$ cat config.mk
export PLATFORM = sky130hd
export DESIGN_NAME = r2fft_bfly
export DESIGN_NICKNAME = d
export VERILOG_FILES = /design/src/rtl/core/r2fft_pkg.sv /design/src/rtl/core/r2fft_bfly.sv
export SDC_FILE = /design/constraint.sdc
export NUM_CORES = 2
export LEC_CHECK = 0
export BUFFER_PORTS_ARGS = -buffer_cell sky130_fd_sc_hd__buf_2
export CAP_MARGIN = 15
export CORE_ASPECT_RATIO = 1.5
export CORE_UTILIZATION = 50
export CTS_CLUSTER_SIZE = 24
export DETAILED_ROUTE_END_ITERATION = 6
export PLACE_DENSITY = 0.63
export SLEW_MARGIN = 10
export SYNTH_ARGS = -nofsm -noshare
export SYNTH_HDL_FRONTEND = slang
export SYNTH_SLANG_ARGS = --single-unit
$ cat constraint.sdc
create_clock -name clk -period 18.8 [get_ports clk]
set_input_delay 3.76 -clock clk [delete_from_list [all_inputs] [get_ports clk]]
set_output_delay 3.76 -clock clk [all_outputs]
set_load 0.02 [all_outputs]
$ cat src/rtl/core/r2fft_pkg.sv
// Shared types, constants and helper functions of the radix-2 FFT unit.
package r2fft_pkg;

    localparam int SAMPLE_W = 16;
    localparam int TW_W     = 16;
    localparam int BIN_W    = 22;
    localparam int MAX_LG   = 6;
    localparam int MIN_LG   = 2;
    localparam int ADDR_W   = MAX_LG;
    localparam int MAX_PTS  = 1 << MAX_LG;
    localparam int WORD_W   = 2 * BIN_W;
    localparam int ROM_FRAC = 23;
    localparam int ROM_SH   = ROM_FRAC - (TW_W - 1);
    localparam int PROD_W   = BIN_W + TW_W;
    localparam int SUM_W    = PROD_W + 2;
    localparam int V_W      = SUM_W - (TW_W - 1);
    localparam int OUT_W    = 56;
    localparam int CFG_AW   = 3;
    localparam logic [CFG_AW-1:0] REG_SIZE_LOG2 = 3'd0;
    localparam logic [2:0] SIZE_RESET = 3'd6;

    typedef enum logic [3:0] {
        S_LOAD,
        S_RDA,
        S_RDB,
        S_MUL,
        S_SUM,
        S_WRA,
        S_WRB,
        S_ERD,
        S_ECAP
    } fsm_state_t;

    typedef struct packed {
        logic cap_u;
        logic mul_en;
        logic sum_en;
    } bfly_ctl_t;

    typedef struct packed {
        logic signed [TW_W-1:0] re;
        logic signed [TW_W-1:0] im;
    } twiddle_t;

    // sin(pi*q/32) in Q1.23, q = 0..16
    localparam logic [23:0] QSINE [0:16] = '{
        24'd0, 24'd822227, 24'd1636536, 24'd2435084, 24'd3210181, 24'd3954362,
        24'd4660461, 24'd5321677, 24'd5931642, 24'd6484482, 24'd6974873,
        24'd7398092, 24'd7750063, 24'd8027397, 24'd8227423, 24'd8348215,
        24'd8388608
    };

    function automatic logic signed [TW_W-1:0] rom_value(input logic [4:0] q,
                                                         input logic neg);
        logic [4:0]  qi;
        logic [23:0] mag;
        logic [TW_W:0] m;
        qi  = (q > 5'd16) ? 5'd16 : q;
        mag = (QSINE[qi] + (24'd1 << (ROM_SH - 1))) >> ROM_SH;
        m   = mag[TW_W:0];
        if (neg)
            return TW_W'(-$signed(m));
        if (m >= (TW_W+1)'(1 << (TW_W - 1)))
            return TW_W'((1 << (TW_W - 1)) - 1);
        return TW_W'(m);
    endfunction

    // W^k on the 64-point circle, k in 0..31
    function automatic twiddle_t twiddle(input logic [4:0] k);
        twiddle_t w;
        if (k <= 5'd16)
        begin
            w.re = rom_value(5'd16 - k, 1'b0);
            w.im = rom_value(k, 1'b1);
        end
        else
        begin
            w.re = rom_value(k - 5'd16, 1'b1);
            w.im = rom_value(5'd0 - k, 1'b1);
        end
        return w;
    endfunction

    function automatic logic [ADDR_W-1:0] bit_rev(input logic [ADDR_W-1:0] i,
                                                  input logic [2:0] lg);
        logic [ADDR_W-1:0] r;
        for (int b = 0; b < ADDR_W; b++)
            r[b] = i[ADDR_W-1-b];
        return r >> (3'(MAX_LG) - lg);
    endfunction

    function automatic logic signed [BIN_W-1:0] sat_bin(input logic signed [V_W:0] x);
        if (x > (V_W+1)'((1 << (BIN_W - 1)) - 1))
            return BIN_W'((1 << (BIN_W - 1)) - 1);
        if (x < -(V_W+1)'(1 << (BIN_W - 1)))
            return BIN_W'(-(1 << (BIN_W - 1)));
        return x[BIN_W-1:0];
    endfunction

endpackage

$ cat src/rtl/core/r2fft_bfly.sv
// Butterfly datapath: complex multiply by the twiddle, round, add and subtract.
module r2fft_bfly import r2fft_pkg::*; (
    input  logic              clk,
    input  bfly_ctl_t         ctl,
    input  logic [WORD_W-1:0] rdata,
    input  twiddle_t          w,
    output logic [WORD_W-1:0] new_a,
    output logic [WORD_W-1:0] new_b
);

    logic signed [BIN_W-1:0]  ur_reg, ui_reg;
    logic signed [PROD_W-1:0] p_rr_reg, p_ii_reg, p_ri_reg, p_ir_reg;
    logic signed [V_W-1:0]    vr_reg, vi_reg;
    logic signed [BIN_W-1:0]  br, bi;
    logic signed [SUM_W-1:0]  sr, si;

    // word layout: imag in the upper half, real in the lower
    assign br = rdata[BIN_W-1:0];
    assign bi = rdata[WORD_W-1:BIN_W];

    always_comb
    begin
        sr = SUM_W'(p_rr_reg) - SUM_W'(p_ii_reg) + SUM_W'(1 << (TW_W - 2));
        si = SUM_W'(p_ri_reg) + SUM_W'(p_ir_reg) + SUM_W'(1 << (TW_W - 2));
    end

    always_ff @(posedge clk)
    begin
        if (ctl.cap_u)
        begin
            ur_reg <= br;
            ui_reg <= bi;
        end
        if (ctl.mul_en)
        begin
            p_rr_reg <= br * w.re;
            p_ii_reg <= bi * w.im;
            p_ri_reg <= br * w.im;
            p_ir_reg <= bi * w.re;
        end
        if (ctl.sum_en)
        begin
            vr_reg <= V_W'(sr >>> (TW_W - 1));
            vi_reg <= V_W'(si >>> (TW_W - 1));
        end
    end

    assign new_a = {sat_bin((V_W+1)'(ui_reg) + (V_W+1)'(vi_reg)),
                    sat_bin((V_W+1)'(ur_reg) + (V_W+1)'(vr_reg))};
    assign new_b = {sat_bin((V_W+1)'(ui_reg) - (V_W+1)'(vi_reg)),
                    sat_bin((V_W+1)'(ur_reg) - (V_W+1)'(vr_reg))};

endmodule

Word-level counts from Yosys, hierarchy flattened
Cells that the tools add are included.
{"block": "word_totals", "regBits": 246, "in_bits": 80, "out_inout_bits": 88}
{"block": "classes", "add_sub_neg": 8, "n_mul": 4, "n_lt_le_gt_ge": 8, "n_mux": 28}
{"op": "$mux W22", "n": 16}
{"op": "$mul A22 B16 Y38", "n": 4}
{"op": "$gt A26 B22 Y1 const B", "n": 4}
{"op": "$lt A26 B22 Y1 const B", "n": 4}
{"op": "$add A39 B16 Y40 const B", "n": 2}
{"op": "$add A22 B25 Y26", "n": 2}
{"op": "$sub A22 B25 Y26", "n": 2}
{"op": "$add A38 B38 Y39", "n": 1}
{"op": "$sub A38 B38 Y39", "n": 1}
{"op": "$mux W1", "n": 12}

Logic depth before layout (Yosys ltp)
{"block": "logic_depth", "word_depth": 6, "depth_mapped": 28}

Worst setup path before layout
No wires, ideal clock.
{"block": "synth_path", "path_kind": "input-to-reg", "from": "in w[17] in the netlist's numbering", "to": "reg p_rr_reg[37] (data pin)", "setup_time_ns": 0.266, "t_arrival_ns": 9.793, "required_time_ns": 18.534, "path_slack_ns": 8.741, "stages": 25, "path_buffers": 2, "path_cell_list": "clkbuf_1 -> clkbuf_1 -> nand2_1 -> fa_1 -> inv_1 -> fa_1 -> inv_1 -> fa_1 -> inv_1 -> fa_1 -> fa_1 -> inv_1 -> fa_1 -> inv_1 -> ha_1 -> a21o_1 -> a31o_2 -> a221oi_1 -> o221ai_1 -> a21oi_1 -> a2111oi_0 -> o21a_1 -> o21a_1 -> o41ai_1 -> xnor2_1"}
{"block": "synth_via", "elab_chain_len": 1}
{"item": "start, declared", "line_no": "r2fft_bfly.sv:6", "text": "input twiddle_t w,"}
{"item": "$mul A22 B16 Y38", "line_no": "r2fft_bfly.sv:36", "text": "p_rr_reg <= br * w.re;"}
{"item": "end signal, assigned", "line_no": "r2fft_bfly.sv:36"}
{"item": "end, declared", "line_no": "r2fft_bfly.sv:12", "text": "logic signed [PROD_W-1:0] p_rr_reg, p_ii_reg, p_ri_reg, p_ir_reg;"}
Every way passes these cells.
A chain may end at the register's enable or synchronous reset.

Final worst setup path
{"block": "layout_path", "from": "in w[5] in the netlist's numbering", "to": "reg p_ii_reg[36] (data pin)"}
{"block": "layout_via", "elab_chain_len": 1}
{"item": "$mul A22 B16 Y38", "line_no": "r2fft_bfly.sv:37", "text": "p_ii_reg <= bi * w.im;"}
{"item": "end signal, assigned", "line_no": "r2fft_bfly.sv:37"}
{"item": "end, declared", "line_no": "r2fft_bfly.sv:12"}
Every way passes these cells.

==> out/results.tsv <==
stage	metric	value	unit
clock_network	cts-buffers-inserted	34	
grt	globalRoute.totalOverflow	0	
synth	ys_async_sr_fraction	0	%
clock_network	clock_latency	600	ps
critical_path	setup.worst_path.end_class	register	
drt	drt-total-wl	181.0	mm
synth	ys_top_cells_by_area	fa_1, ha_1, edfxtp_1, inv_1, and2_1	
critical_path	path_buf_inv	2	
synth	syn_nets	9439	
sta	setup_tns	0	ps
finish	areaGrowthSynthToFinish	4.846	%
grt	grt_use_met3	3.307	%
flow_run	timing.max_cap.violations	0	
finish	fillers	12560	
critical_path	critPathArrivalTime	10800	ps
grt	busiest_layer	met2	
clock_network	clockBufferDepth	3	
critical_path	cp_top_family	adder cells	
drt	vias	49215	
sta	rsz0062_at_grt	no	
synth	synthAdderAreaFrac	52.22	%
clock_network	cts_sinks	246	
grt	grt_max_degree	60	
synth	synth_area	68170	sq um
synth	ys.flop_type	edfxtp_1	
clock_network	holdBufCountCts	0	
sta	tightest_slew	1181	ps
critical_path	crit_fanout	44	
synth	yosysWarnings	0	
drt	vias_per_cell	5.426	
finish	fin_nets	9373	
synth	postSynthCellCount	7347	
synth	ys_ff_latch	246	
critical_path	worst_path_max_delay_cell	fa_1	
sta	drv_slew	0	
drt	antenna_left	0	
sta	timing.fmax	0.09557	GHz
finish	drive_gt1_share	5.024	%
synth	synthTopCellsByCount	inv_1, fa_1, nand2_1	
grt	antenna_found_initial	19	
critical_path	start_kind	input pin	
synth	yosys.area_share.simple	13.30	%
synth	syn_avg_cell_area	9.278	sq um
synth	synth.top_cell.area_share	40.76	%
critical_path	max_stage_delay	810	ps
synth	synth_top_family_by_area	adder cells	
die	core_area	135000	sq um
critical_path	worstSetupPathType	input pin to register	
sta	fin_skew	49.00	ps
placed_design	gp_congestion	0.8904	
drt	wl_per_cell	19.96	um
sta	whs	754.1	ps
critical_path	required	19140	ps
grt	grt_pass1_wl	288.7	mm
placed_design	dpl.hpwl	140.1	mm
run_status	status	complete, no violations	
die	pin_count	168	
clock_network	h-tree-depth	2	
placed_design	io_buffers	167	
die	die_area	137800	sq um
clock_network	cts_resized	0	
worst_hold_path	min_path_type	register to register	
die	fp.dieW	303.5	um
critical_path	crit_top_cell	fa_1	
sta	relSlewSlack	21.23	%
critical_path	path_cells	buf_2 -> nand2_1 -> fa_1 -> inv_1 -> fa_1 -> fa_1 -> fa_1 -> fa_1 -> fa_1 -> ha_1 -> a21o_1 -> a21o_1 -> a21o_1 -> a21o_1 -> a21o_1 -> or3_1 -> a211oi_1 -> o31ai_1 -> a21oi_1 -> xnor2_1	
drt	drc	0	
synth	synth_xor_area_share	3.827	%
synth	synth.most_common_cell	inv_1	
critical_path	r2r_slack	14400	ps
synth	synth_edf_count	246	
grt	grt_pass1_vias	52886	
clock_network	cts_root_buf	clkbuf_16	
synth	synth_top_area_cell	fa_1	
synth	ys_seq_area_share	10.84	%
clock_network	path_clk_slew	60	ps
die	die_h	454.2	um
grt	grt_util_met1	31.09	%
clock_network	cts_tree	done	
sta	setup_viol	0	
drt	drt_pass1_iterations	6	
sta	fin_crit_sh	55.66	%
clock_network	post_cts_buffers	0	
synth	synth-compound-area-share	8.298	%
finish	final_core_util	52.93	%
die	rows	165	
grt	grt_usage	27.35	%
sta	period_needed	10460	ps
drt	drtIter0Drc	2943	
synth	muxShareOfSynthArea	0.01468	%
die	initial_utilization	50.49	%
synth	synth_cell_type_count	94	
sta	hold_viol_final	0	
grt	grt_util_met2	49.24	%
[per-layer routing]
layer,wire (um),part of all wire (%)
met4,11970,6.6
met3,8914,4.9
met1,65380,36
met2,94670,52
met5,90,0.050
[tightest hold or removal path, delay by kind of cell (launching register included)]
family,cells,cell delay [ps]
adder cells (fa/ha/maj),1,170
flip-flops,1,340
AND/OR/NAND/NOR,2,140
[kinds of logic (layout without fill, tap and decap cells)]
| logic type | Yosys count | in the layout |
|---|---|---|
| buffers and inverters | 2067 | 2025 |
| AO/OA/AOI/OAI | 837 | 837 |
| other | 0 | 12 |
| adder cells (fa/ha/maj) | 2012 | 2012 |
| AND/OR/NAND/NOR | 1887 | 1887 |
| XOR/XNOR | 297 | 297 |
| flip-flops | 246 | 246 |
| multiplexers | 1 | 1 |
[cells in the final DEF (no fill, tap or decap), types with 21 or more instances in the layout]
cell	count
nand2_1	879
buf_4	65
nor2_1	194
o21ai_1	64
nand2b_1	58
o21bai_1	42
and3_1	27
xor2_1	69
o21ai_2	38
o21a_1	28
a31oi_1	22
o21ai_0	80
nor2b_1	33
a211oi_1	21
nand3_1	39
xnor2_1	227
fa_1	1388
nor3_1	43
ha_1	624
inv_1	1725
clkbuf_16	37
and2_1	554
buf_2	167
a21oi_1	232
edfxtp_1	246
a21o_1	150
[per-stage QoR]
step / std cells / cell area, sq um / setup WS [ps]
6_report: 9070 / 71470 / 8336
5_1_grt: 9065 / 71460 / 7986
4_1_cts: 9057 / 71430 / 8297
3_5_place_dp: 8997 / 70350 / 7680
3_3_place_gp: 8996 / 70350 / 7639
2_1_floorplan: 7347 / 68170 / 8741
[worst paths after layout]
path | start | end | cells past startpoint
hold / removal | p_ir_reg[37] | vi_reg[24] | 3
hold reg to reg | p_ir_reg[37] | vi_reg[24] | 3
setup reg to reg | p_ii_reg[12] | vr_reg[23] | 13
setup / recovery | w[5] | p_ii_reg[36] | 20
[area by class of cell]
cell class / count / area (sq um) / share of cell area, %
Clock inverter: 18 / 136.4 / 0.1908
Clock buffer: 42 / 944.7 / 1.322
Antenna cell: 12 / 30.03 / 0.04202
Multi-Input combinational cell: 5034 / 52940 / 74.08
Sequential cell: 246 / 7387 / 10.34
Tap cell: 1753 / 2193 / 3.069
Timing Repair Buffer: 233 / 1335 / 1.868
Inverter: 1732 / 6501 / 9.096
Power is not shown: default switching activity piles up to over one toggle a cycle in this logic, so the estimate is an artifact.
