**src/rtl/core/r2fft_ram.sv**
```systemverilog
// Generic simple dual-port RAM with registered read.
module r2fft_ram #(
    parameter int WIDTH = 8,
    parameter int DEPTH = 16
) (
    input  logic                     clk,
    input  logic                     we,
    input  logic [$clog2(DEPTH)-1:0] waddr,
    input  logic [WIDTH-1:0]         wdata,
    input  logic [$clog2(DEPTH)-1:0] raddr,
    output logic [WIDTH-1:0]         rdata
);

    logic [WIDTH-1:0] mem [DEPTH];

    always_ff @(posedge clk)
    begin
        if (we)
            mem[waddr] <= wdata;
        rdata <= mem[raddr];
    end

endmodule

```
**config.mk**
```make
export PLATFORM = sky130hd
export DESIGN_NAME = r2fft_ram
export DESIGN_NICKNAME = d
export VERILOG_FILES = /design/src/rtl/core/r2fft_ram.sv
export SDC_FILE = /design/constraint.sdc
export NUM_CORES = 1
export LEC_CHECK = 0
export ABC_AREA = 1
export BUFFER_PORTS_ARGS = -buffer_cell sky130_fd_sc_hd__buf_2
export CAP_MARGIN = 5
export CORE_AREA = 2 2 117 119
export DETAILED_ROUTE_END_ITERATION = 6
export DIE_AREA = 0 0 119 121
export SETUP_SLACK_MARGIN = 0.4
export SLEW_MARGIN = 20
export SYNTH_ARGS = -nofsm -noshare
export SYNTH_HDL_FRONTEND = slang
export SYNTH_SLANG_ARGS = --single-unit
```
**constraint.sdc**
```tcl
create_clock -name clk -period 1.8 [get_ports clk]
set_clock_uncertainty 0.15 [all_clocks]
set_input_delay 0.09 -clock clk [delete_from_list [all_inputs] [get_ports clk]]
set_output_delay 0.09 -clock clk [all_outputs]
set_load 0.01 [all_outputs]
```
---- Yosys cells after proc, flatten, opt, wreduce, memory -nomap -nowiden ----
Memory sizes are Yosys's and may differ from the RTL's. A register that Yosys moved wholly into a read port is not among the register bits.
Cells that the tools add are included.
operators by class
  multipliers ............................. 0
  shift-type cells ........................ 0
  add/sub/neg operators ................... 0
  order comparisons ....................... 0
  div/mod/pow operators ................... 0
  equal/unequal tests ..................... 0
  reduce and logical (&&, ||, !) cells .... 0
  mux-type cells .......................... 2
  bitwise operators ....................... 0
operators by type and width
  operator  count
  $mux 1    2
storage, ports and cells
  bits in writable memories ............... 128
  logic and storage cells ................. 3
  output and inout port bits .............. 8
  latch bits .............................. 0
  bits in read-only memories .............. 0
  input bits .............................. 18
  flip-flop bits (word level) ............. 0
  memories ................................ 1
memory list
  name  depth  width  read ports  clocked after memory_dff  wr ports  RTL line  RTL
  mem   16     8      1           1                         1         14        logic [WIDTH-1:0] mem [DEPTH];

---- Longest topological paths before layout ----
Gate-level depths: netlist of run 1.
  depth in word-level cells ............... 2
  depth in mapped cells ................... 8
  gate-level depth less buffers ........... 7

---- Least setup slack after synthesis of run 1 ----
OpenSTA, ideal clock, no wires.
  path type ............................... input port to flip-flop
  from .................................... input waddr[2]
  to ...................................... memory mem[10][0], enable pin
  setup time .............................. 0.370 ns
  path buffers ............................ 0
  stages on the path ...................... 2
  path slack .............................. 0.609 ns
  arrival time ............................ 0.671 ns
  cell sequence ........................... nand3b_1 nor2_1
RTL lines
  what                RTL line  RTL
  start: declaration  8         input logic [$clog2(DEPTH)-1:0] waddr,
  end: declaration    14
Straight into the memory's write port.

==> flow_summary.json, run 1 <==
{
  "seq_area_frac_synth": 0.694,
  "syn_area_mm2": 0.00577,
  "grtUsageTotal": 0.195,
  "vias": 3839,
  "finalSetupViolCount": 0,
  "yosysTopAreaCell": "edfxtp_1",
  "maxCapViolations": 0,
  "crit_path_top_delay_cell": "dlygate4sd3_1",
  "initial_core_util": 0.441,
  "critPathMaxStageDelay_ns": 0.52,
  "power_density_mw_per_mm2": 1120,
  "syn2layout_area_growth_pct": 19.2,
  "rows": 42,
  "path_cells": "dlygate4sd3_1 > buf_2 > inv_1 > nand3_1 > nand2_1",
  "cts_made_buffers": 17,
  "io_buffer_count": 25,
  "rsz0062_at_grt": "false",
  "cts_tree": "built",
  "critPathKind": "input port to register",
  "tightestPinTransition_ns": 0.652,
  "setup_ws_ns": 0.592,
  "die_area_mm2": 0.0144,
  "r2r_cells": 6,
  "wl_mm": 12.8,
  "synth.distinct_cells": 12,
  "cts-resized-gates": 0,
  "cp.arrival_ns": 1.36,
  "hold_end": "rdata[2]",
  "fillerInstances": 1134,
  "cts.sinks": 136,
  "drc": 0,
  "async_reset_ff_frac": 0,
  "final.min_clock_period_ns": 1.21,
  "final_max_slew_viol_count": 0,
  "leakage_nw": 2.98,
  "clkTransAtPathRegs_ns": 0.06,
  "dp_worst_setup_slack_ns": 0.328,
  "antenna_found_initial": 0,
  "slew_headroom": 0.565,
  "synthTopCellsByArea": "edfxtp_1 67%, nand2_1 11%, nand3_1 8.4%, inv_1 6.5%, dfxtp_1 2.8%",
  "grt-busiest-layer": "met2",
  "hold_path_startpoint": "raddr[2]",
  "synthCells": 551,
  "dieWidth_um": 119,
  "met1_usage": 0.266,
  "root_buffer": "clkbuf_16",
  "cp-end-kind": "register",
  "hpwl_mm": 7.47,
  "viasPerCell": 4.85,
  "grt_pass1_vias": 3746,
  "clk_latency_ns": 0.42,
  "drt-initial-drc-count": 412,
  "core-area_mm2": 0.0131,
  "syn-num-nets": 569,
  "synth_edf_count": 128,
  "drive_above_1_share": 0.125,
  "r2r-end": "rdata[1]",
  "holdPathStages": 4,
  "yosys_warnings": 0,
  "timing.fmax_ghz": 0.828,
  "grt_max_degree": 65,
  "overflow": 0,
  "diodes": 0,
  "finalCritPeriodShare": 0.671,
  "ys.flop_type": "edfxtp_1",
  "hold-worst-slack_ns": 0.0288,
  "first_pass_iters": 5,
  "use_met2": 0.297,
  "r2r_slack_ns": 0.63,
  "syn_avg_cell_area_um2": 10.5,
  "place_congestion": 0.798,
  "reg2reg_from": "mem[7][1]",
  "crit_fanout": 9,
  "gr-usage-met3": 0.0432,
  "clock_path_buffers": 2,
  "ant_nets": 0,
  "chipHeight_um": 121,
  "peakVddDrop_uv": 689,
  "synth-seq-cells": 136,
  "power_mw": 7.68,
  "fin_nets": 621,
  "hold_viol": 0,
  "ios": 26,
  "crit_path_start_kind": "input port",
  "synth_top_area_frac": 0.667,
  "yosys-top-cells-count": "173 x nand2_1, 128 x edfxtp_1, 100 x inv_1",
  "post_drt_wl_per_cell_um": 16.2,
  "hp-class": "input port to register",
  "synth.most_common_cell": "nand2_1",
  "htreeDepth": 4,
  "final.setup.tns_ns": 0,
  "worstPathRequired_ns": 1.96,
  "post-route-util": 0.525,
  "status": "finished clean",
  "grt_pass1_wl_mm": 20.3
}
critical path, delay by kind of cell:
kind                   cells  cell delay, ns
buffers and inverters      3            1.00
and+or+nand+nor            2            0.28
worst max path at each step:
stage,from,to,slack [ns],depth (start not counted)
CTS,raddr[3],rdata[5],0.61,5
detailed placement,raddr[2],rdata[2],0.33,5
global placement,raddr[2],rdata[2],0.33,5
finish,raddr[3],rdata[4],0.59,5
floorplan,waddr[2],mem[10][0],0.61,2
global route,raddr[3],rdata[5],0.54,5
sequential cells by signal, summed over array words and instances (netlist names):
register / cells
mem: 128
rdata: 8
per-layer routing:
layer  share of wire  vias to the layer above
li1                -                     1877
met1            0.45                     1826
met3           0.057                       20
met5               0                        -
met2            0.47                      116
met4           0.019                        0
area by class of cell:
class | instances | area (um2) | area share
Multi-Input combinational cell | 289 | 1210 | 0.177
Clock buffer | 17 | 425 | 0.0619
Clock inverter | 15 | 208 | 0.0302
Timing Repair Buffer | 57 | 418 | 0.0608
Sequential cell | 136 | 4000 | 0.583
Inverter | 102 | 383 | 0.0557
Tap cell | 176 | 220 | 0.0320
what timing repair did:
| action | CTS | global route |
|---|---|---|
| buffers inserted | 0 | 0 |
| endpoints found under the setup margin | 0 | 0 |
| hold endpoints to repair | 136 | 0 |
| hold buffers | 11 | 0 |
cell usage in the layout, fill, tap and decap left out:
cell type,count
bufinv_16,5
nand3_1,97
clkinv_2,3
clkbuf_16,17
dfxtp_1,8
clkinvlp_4,3
nand2_1,173
clkinv_4,1
edfxtp_1,128
clkinv_1,3
buf_2,25
nand3b_1,2
inv_2,2
buf_12,2
inv_1,100
dlygate4sd3_1,11
nor2_1,17
buf_4,19
per-stage QoR:
stage               instance area, um2  std cells
CTS                               6870        792
global route                      6870        792
global placement                  6130        749
finish                            6870        792
floorplan                         5770        551
detailed placement                6130        749
logic make-up (layout without fill, tap and decap cells):
kind of cell,after synthesis,count (layout),synth area share
buffers and inverters,126,191,0.0952
AND/OR/NAND/NOR,289,289,0.210
flip-flops,136,136,0.694
report_power, final:
part / leakage (nW) / internal (mW) / switching, mW
Sequential: 1.22 / 3.54 / 0.0196
Combinational: 1.46 / 0.143 / 0.305
Clock: 0.301 / 2.43 / 1.24
Power figures use the tool's default switching activity.
==> inputs of run 2 (changes only) <==
- clock period: 1.8 -> 1.2 ns (I/O delays scaled with it)
==> run 2 against run 1 <==
Net effect: the flow now finishes with violations (hold timing); non-clock buffer count is 6 lower; core utilization up 2.1 points; via count rose by 2.2%; final cell count down 0.76%; wire length is 6.6% higher; global-route usage is 0.80 points higher; register-to-register slack worse by 0.54 ns.
==> flow_summary.json, run 2 (synthesis results as in run 1) <==
{
  "setup_ws_ns": 0.0894,
  "hold-worst-slack_ns": -0.0845,
  "leakage_nw": 3.04,
  "ios": 26,
  "diodes": 0,
  "dieWidth_um": 119,
  "ant_nets": 0,
  "post_drt_wl_per_cell_um": 17.4,
  "drc": 0,
  "critPathMaxStageDelay_ns": 0.36,
  "clkTransAtPathRegs_ns": 0.06,
  "crit_path_top_delay_cell": "edfxtp_1",
  "path_delay_family": "simple AND/OR/NAND/NOR gates",
  "slew_headroom": 0.723,
  "cts-hold-fix-buffers": 1,
  "worstPathRequired_ns": 1.35,
  "vias": 3924,
  "hpwl_mm": 8.70,
  "largest_reg_flops": 128,
  "met1_usage": 0.262,
  "critPathKind": "register to register",
  "post-route-util": 0.546,
  "htreeDepth": 4,
  "final_common_cell": "nand2_1",
  "mostFrequentLayoutCells": "166 x nand2_1, 128 x edfxtp_1, 95 x inv_1",
  "crit_path_start_kind": "register",
  "finalSetupViolCount": 0,
  "use_met2": 0.333,
  "power_density_mw_per_mm2": 1530,
  "root_buffer": "clkbuf_16",
  "final_design_area_no_fill_mm2": 0.00715,
  "clk_latency_ns": 0.42,
  "final_max_slew_viol_count": 0,
  "gr-usage-met3": 0.0536,
  "cp-end-kind": "register",
  "grt-busiest-layer": "met2",
  "top_regs": "mem x128, rdata x8",
  "drive_above_1_share": 0.233,
  "finalCritPeriodShare": 0.925,
  "hold_viol": 128,
  "overflow": 0,
  "grt_max_degree": 61,
  "final.min_clock_period_ns": 1.11,
  "wl_mm": 13.7,
  "core-area_mm2": 0.0131,
  "cts_made_buffers": 17,
  "rows": 42,
  "power_mw": 11.0,
  "rsz0062_at_grt": "true",
  "dp_worst_setup_slack_ns": -0.116,
  "viasPerCell": 4.99,
  "cts.sinks": 136,
  "grt_pass1_vias": 3789,
  "post_dp_cell_area_mm2": 0.00633,
  "maxCapViolations": 0,
  "grt_pass1_wl_mm": 21.1,
  "drt-initial-drc-count": 250,
  "path_cells": "inv_1 > nand2_1 > nand3_1 > nand3_2 > nand3_2 > nand2_1",
  "violations": "hold timing",
  "path_buf_inv": 1,
  "io_buffer_count": 25,
  "crit_fanout": 1,
  "status": "complete, but fails checks",
  "die_area_mm2": 0.0144,
  "chipHeight_um": 121,
  "fin_nets": 615,
  "antenna_found_initial": 0,
  "hp-class": "input port to register",
  "clock_path_buffers": 2,
  "place_congestion": 0.867,
  "timing.fmax_ghz": 0.900,
  "tightestPinTransition_ns": 0.415,
  "first_pass_iters": 4,
  "cts_tree": "built",
  "syn2layout_area_growth_pct": 24.0,
  "top_register": "mem",
  "cp.arrival_ns": 1.26,
  "grtUsageTotal": 0.203,
  "initial_core_util": 0.441,
  "peakVddDrop_uv": 1100
}
## run 2: final cells by class
type                    count  area (um2)
repair buffers             51         470
fillers                  1108        5940
clock buffers              27         493
flip-flops and latches    136        4010
clock inverters             5        48.8
inverters                 102         388
well taps                 176         220
multi-input cells         289        1520
## run 2: report_power, final
part           internal [mW]  leakage (nW)  switching, mW
clock                   2.99         0.267           1.76
sequential              5.32          1.22         0.0435
combinational          0.289          1.55          0.539
total                   8.60          3.04           2.35
## run 2: worst paths after layout
check / from / to / slack (ns) / depth (start not counted)
worst max-delay path: mem[5][5] / rdata[5] / 0.09 / 6
worst min register to register: mem[2][4] / rdata[4] / 0.54 / 6
worst min-delay path: wdata[4] / mem[4][4] / -0.08 / 1
worst max register to register: mem[5][5] / rdata[5] / 0.09 / 6
## run 2: through the flow
stage	instances	TNS (ns)	hold WS, ns
3_3_place_gp	752	-3.00	0.259
3_5_place_dp	752	-3.35	0.261
4_1_cts	785	0	-0.0994
6_report	786	0	-0.0845
5_1_grt	786	0	-0.0861
2_1_floorplan	551	0	0.00887
## run 2: repair_timing
item / CTS / global route
pin swaps: 12 / 9
gates resized for setup: 35 / 25
endpoints found under the hold margin: 136 / 128
buffers inserted: 0 / 1
endpoints found under the setup margin: 24 / 70
## run 2: metal layers
| layer | share of wire | vias to the layer above | wire (um) |
|---|---|---|---|
| li1 | - | 1868 | - |
| met3 | 0.051 | 21 | 691 |
| met1 | 0.44 | 1902 | 5980 |
| met2 | 0.49 | 133 | 6760 |
| met4 | 0.018 | 0 | 247 |
| met5 | 0 | - | 0 |
==> inputs of run 3 (changes only) <==
- CORE_AREA: 2 2 117 119 -> 2 2 102 104
- DIE_AREA: 0 0 119 121 -> 0 0 104 106
- PLACE_DENSITY: default -> 0.76
==> run 3 against run 2 <==
Net effect: the flow still finishes with violations (hold timing); critical path depth down 5; power increased by 0.43%; sequential share of layout area down 1.7 points; wire length grew 2.3%; die area decreased by 23%; via count increased by 4.4%; worst setup slack got worse by 0.089 ns; core utilization grew 19 points; non-clock buffer count increased by 7; flip-flop and latch count stayed put; largest cell class unchanged; highest routed layer unchanged.
==> flow_summary.json, run 3 (synthesis results as in run 1) <==
{
  "crit_path_start_kind": "register",
  "grt_pass1_wl_mm": 21.0,
  "cp.arrival_ns": 0.99,
  "dieWidth_um": 104,
  "finalCritPeriodShare": 0.999,
  "cp-end-kind": "output pin",
  "chipHeight_um": 106,
  "hold-worst-slack_ns": -0.0895,
  "r2r_slack_ns": 0.06,
  "wl_mm": 14.0,
  "hpwl_mm": 8.01,
  "grt_max_degree": 65,
  "cts_tree": "built",
  "path_cells": "buf_2",
  "leakage_nw": 3.13,
  "drc": 0,
  "fin_cells": 753,
  "clock_path_buffers": 2,
  "antenna_found_initial": 0,
  "core-area_mm2": 0.0100,
  "vias": 4097,
  "viasPerCell": 5.44,
  "top_register": "mem",
  "grtUsageTotal": 0.259,
  "path_delay_family": "flip-flops",
  "dp.cells": 710,
  "violations": "hold timing",
  "overflow": 0,
  "worstPathRequired_ns": 0.99,
  "tightestPinTransition_ns": 0.409,
  "largest_reg_flops": 128,
  "io_buffer_count": 25,
  "first_pass_iters": 6,
  "peakVddDrop_uv": 1040,
  "cts_made_buffers": 17,
  "drive_above_1_share": 0.293,
  "path_buf_inv": 1,
  "crit_path_top_delay_cell": "dfxtp_1",
  "ios": 26,
  "status": "complete, but fails checks",
  "slew_headroom": 0.727,
  "post-route-util": 0.737,
  "hold_viol": 52,
  "cts.sinks": 136,
  "drt-initial-drc-count": 435,
  "hp-class": "input port to register",
  "rows": 37,
  "power_density_mw_per_mm2": 1490,
  "place_congestion": 0.875,
  "grt_pass1_vias": 3959,
  "top_regs": "mem x128, rdata x8",
  "critPathKind": "register to output pin",
  "root_buffer": "clkbuf_8",
  "final.min_clock_period_ns": 1.20,
  "mostFrequentLayoutCells": "156 x nand2_1, 128 x edfxtp_1, 95 x inv_1",
  "timing.fmax_ghz": 0.834,
  "post_drt_wl_per_cell_um": 18.6,
  "fin_nets": 622,
  "clk_latency_ns": 0.53,
  "rsz0062_at_grt": "true",
  "die_area_mm2": 0.0110,
  "fillerInstances": 622,
  "crit_fanout": 1,
  "diodes": 0,
  "clkTransAtPathRegs_ns": 0.06,
  "finalSetupViolCount": 0,
  "initial_core_util": 0.577,
  "final_common_cell": "nand2_1",
  "maxCapViolations": 0,
  "htreeDepth": 4,
  "final_max_slew_viol_count": 0,
  "cts-hold-fix-buffers": 10,
  "ant_nets": 0,
  "critPathMaxStageDelay_ns": 0.32,
  "syn2layout_area_growth_pct": 27.8
}
-- run 3: path summary, 6_finish.rpt --
| check | start | to | cells past startpoint |
|---|---|---|---|
| worst max-delay path | rdata[0] | rdata[0] | 1 |
| worst min register to register | mem[12][5] | rdata[5] | 6 |
| worst max register to register | mem[1][2] | rdata[2] | 6 |
| worst min-delay path | waddr[0] | mem[13][2] | 3 |
-- run 3: power by group --
| group | internal, mW | switching (mW) | total (mW) |
|---|---|---|---|
| Combinational | 0.320 | 0.593 | 0.913 |
| Sequential | 5.31 | 0.0378 | 5.35 |
| Clock | 2.75 | 1.98 | 4.73 |
-- run 3: final cells by class --
type,count,area (um2),share of cell area
Sequential cell,136,4010,0.544
Tap cell,136,170,0.0231
Timing Repair Buffer,58,597,0.0810
Clock buffer,18,418,0.0567
Multi-Input combinational cell,289,1660,0.225
Inverter,102,388,0.0526
Clock inverter,14,128,0.0173
-- run 3: per-stage QoR --
stage,worst slack (ns),TNS (ns),cell area (um2),hold WS (ns),power (mW)
3_3_place_gp,-0.110,-5.15,6360,0.205,6.16
3_5_place_dp,-0.129,-7.67,6360,0.216,6.18
5_1_grt,-0.0273,-0.0331,7370,-0.0918,11.3
4_1_cts,0.00855,0,7210,-0.0984,10.9
2_1_floorplan,0.116,0,5900,0.00887,5.86
6_report,0.000828,0,7370,-0.0895,11.0
-- run 3: timing repair --
action                                 in CTS  in global routing
setup buffers                               0                  1
setup endpoints to repair                  16                 78
pin swaps                                  25                 27
cloned                                      0                  0
endpoints found under the hold margin     184                 52
gates resized for setup                    43                 39
-- run 3: metal layers --
metal | vias up | global-route usage | wire, um
met5 | - | 0 | 0
met4 | 0 | 0.127 | 548
met3 | 48 | 0.0693 | 1340
met2 | 270 | 0.427 | 7000
met1 | 1897 | 0.320 | 5110
li1 | 1882 | - | -
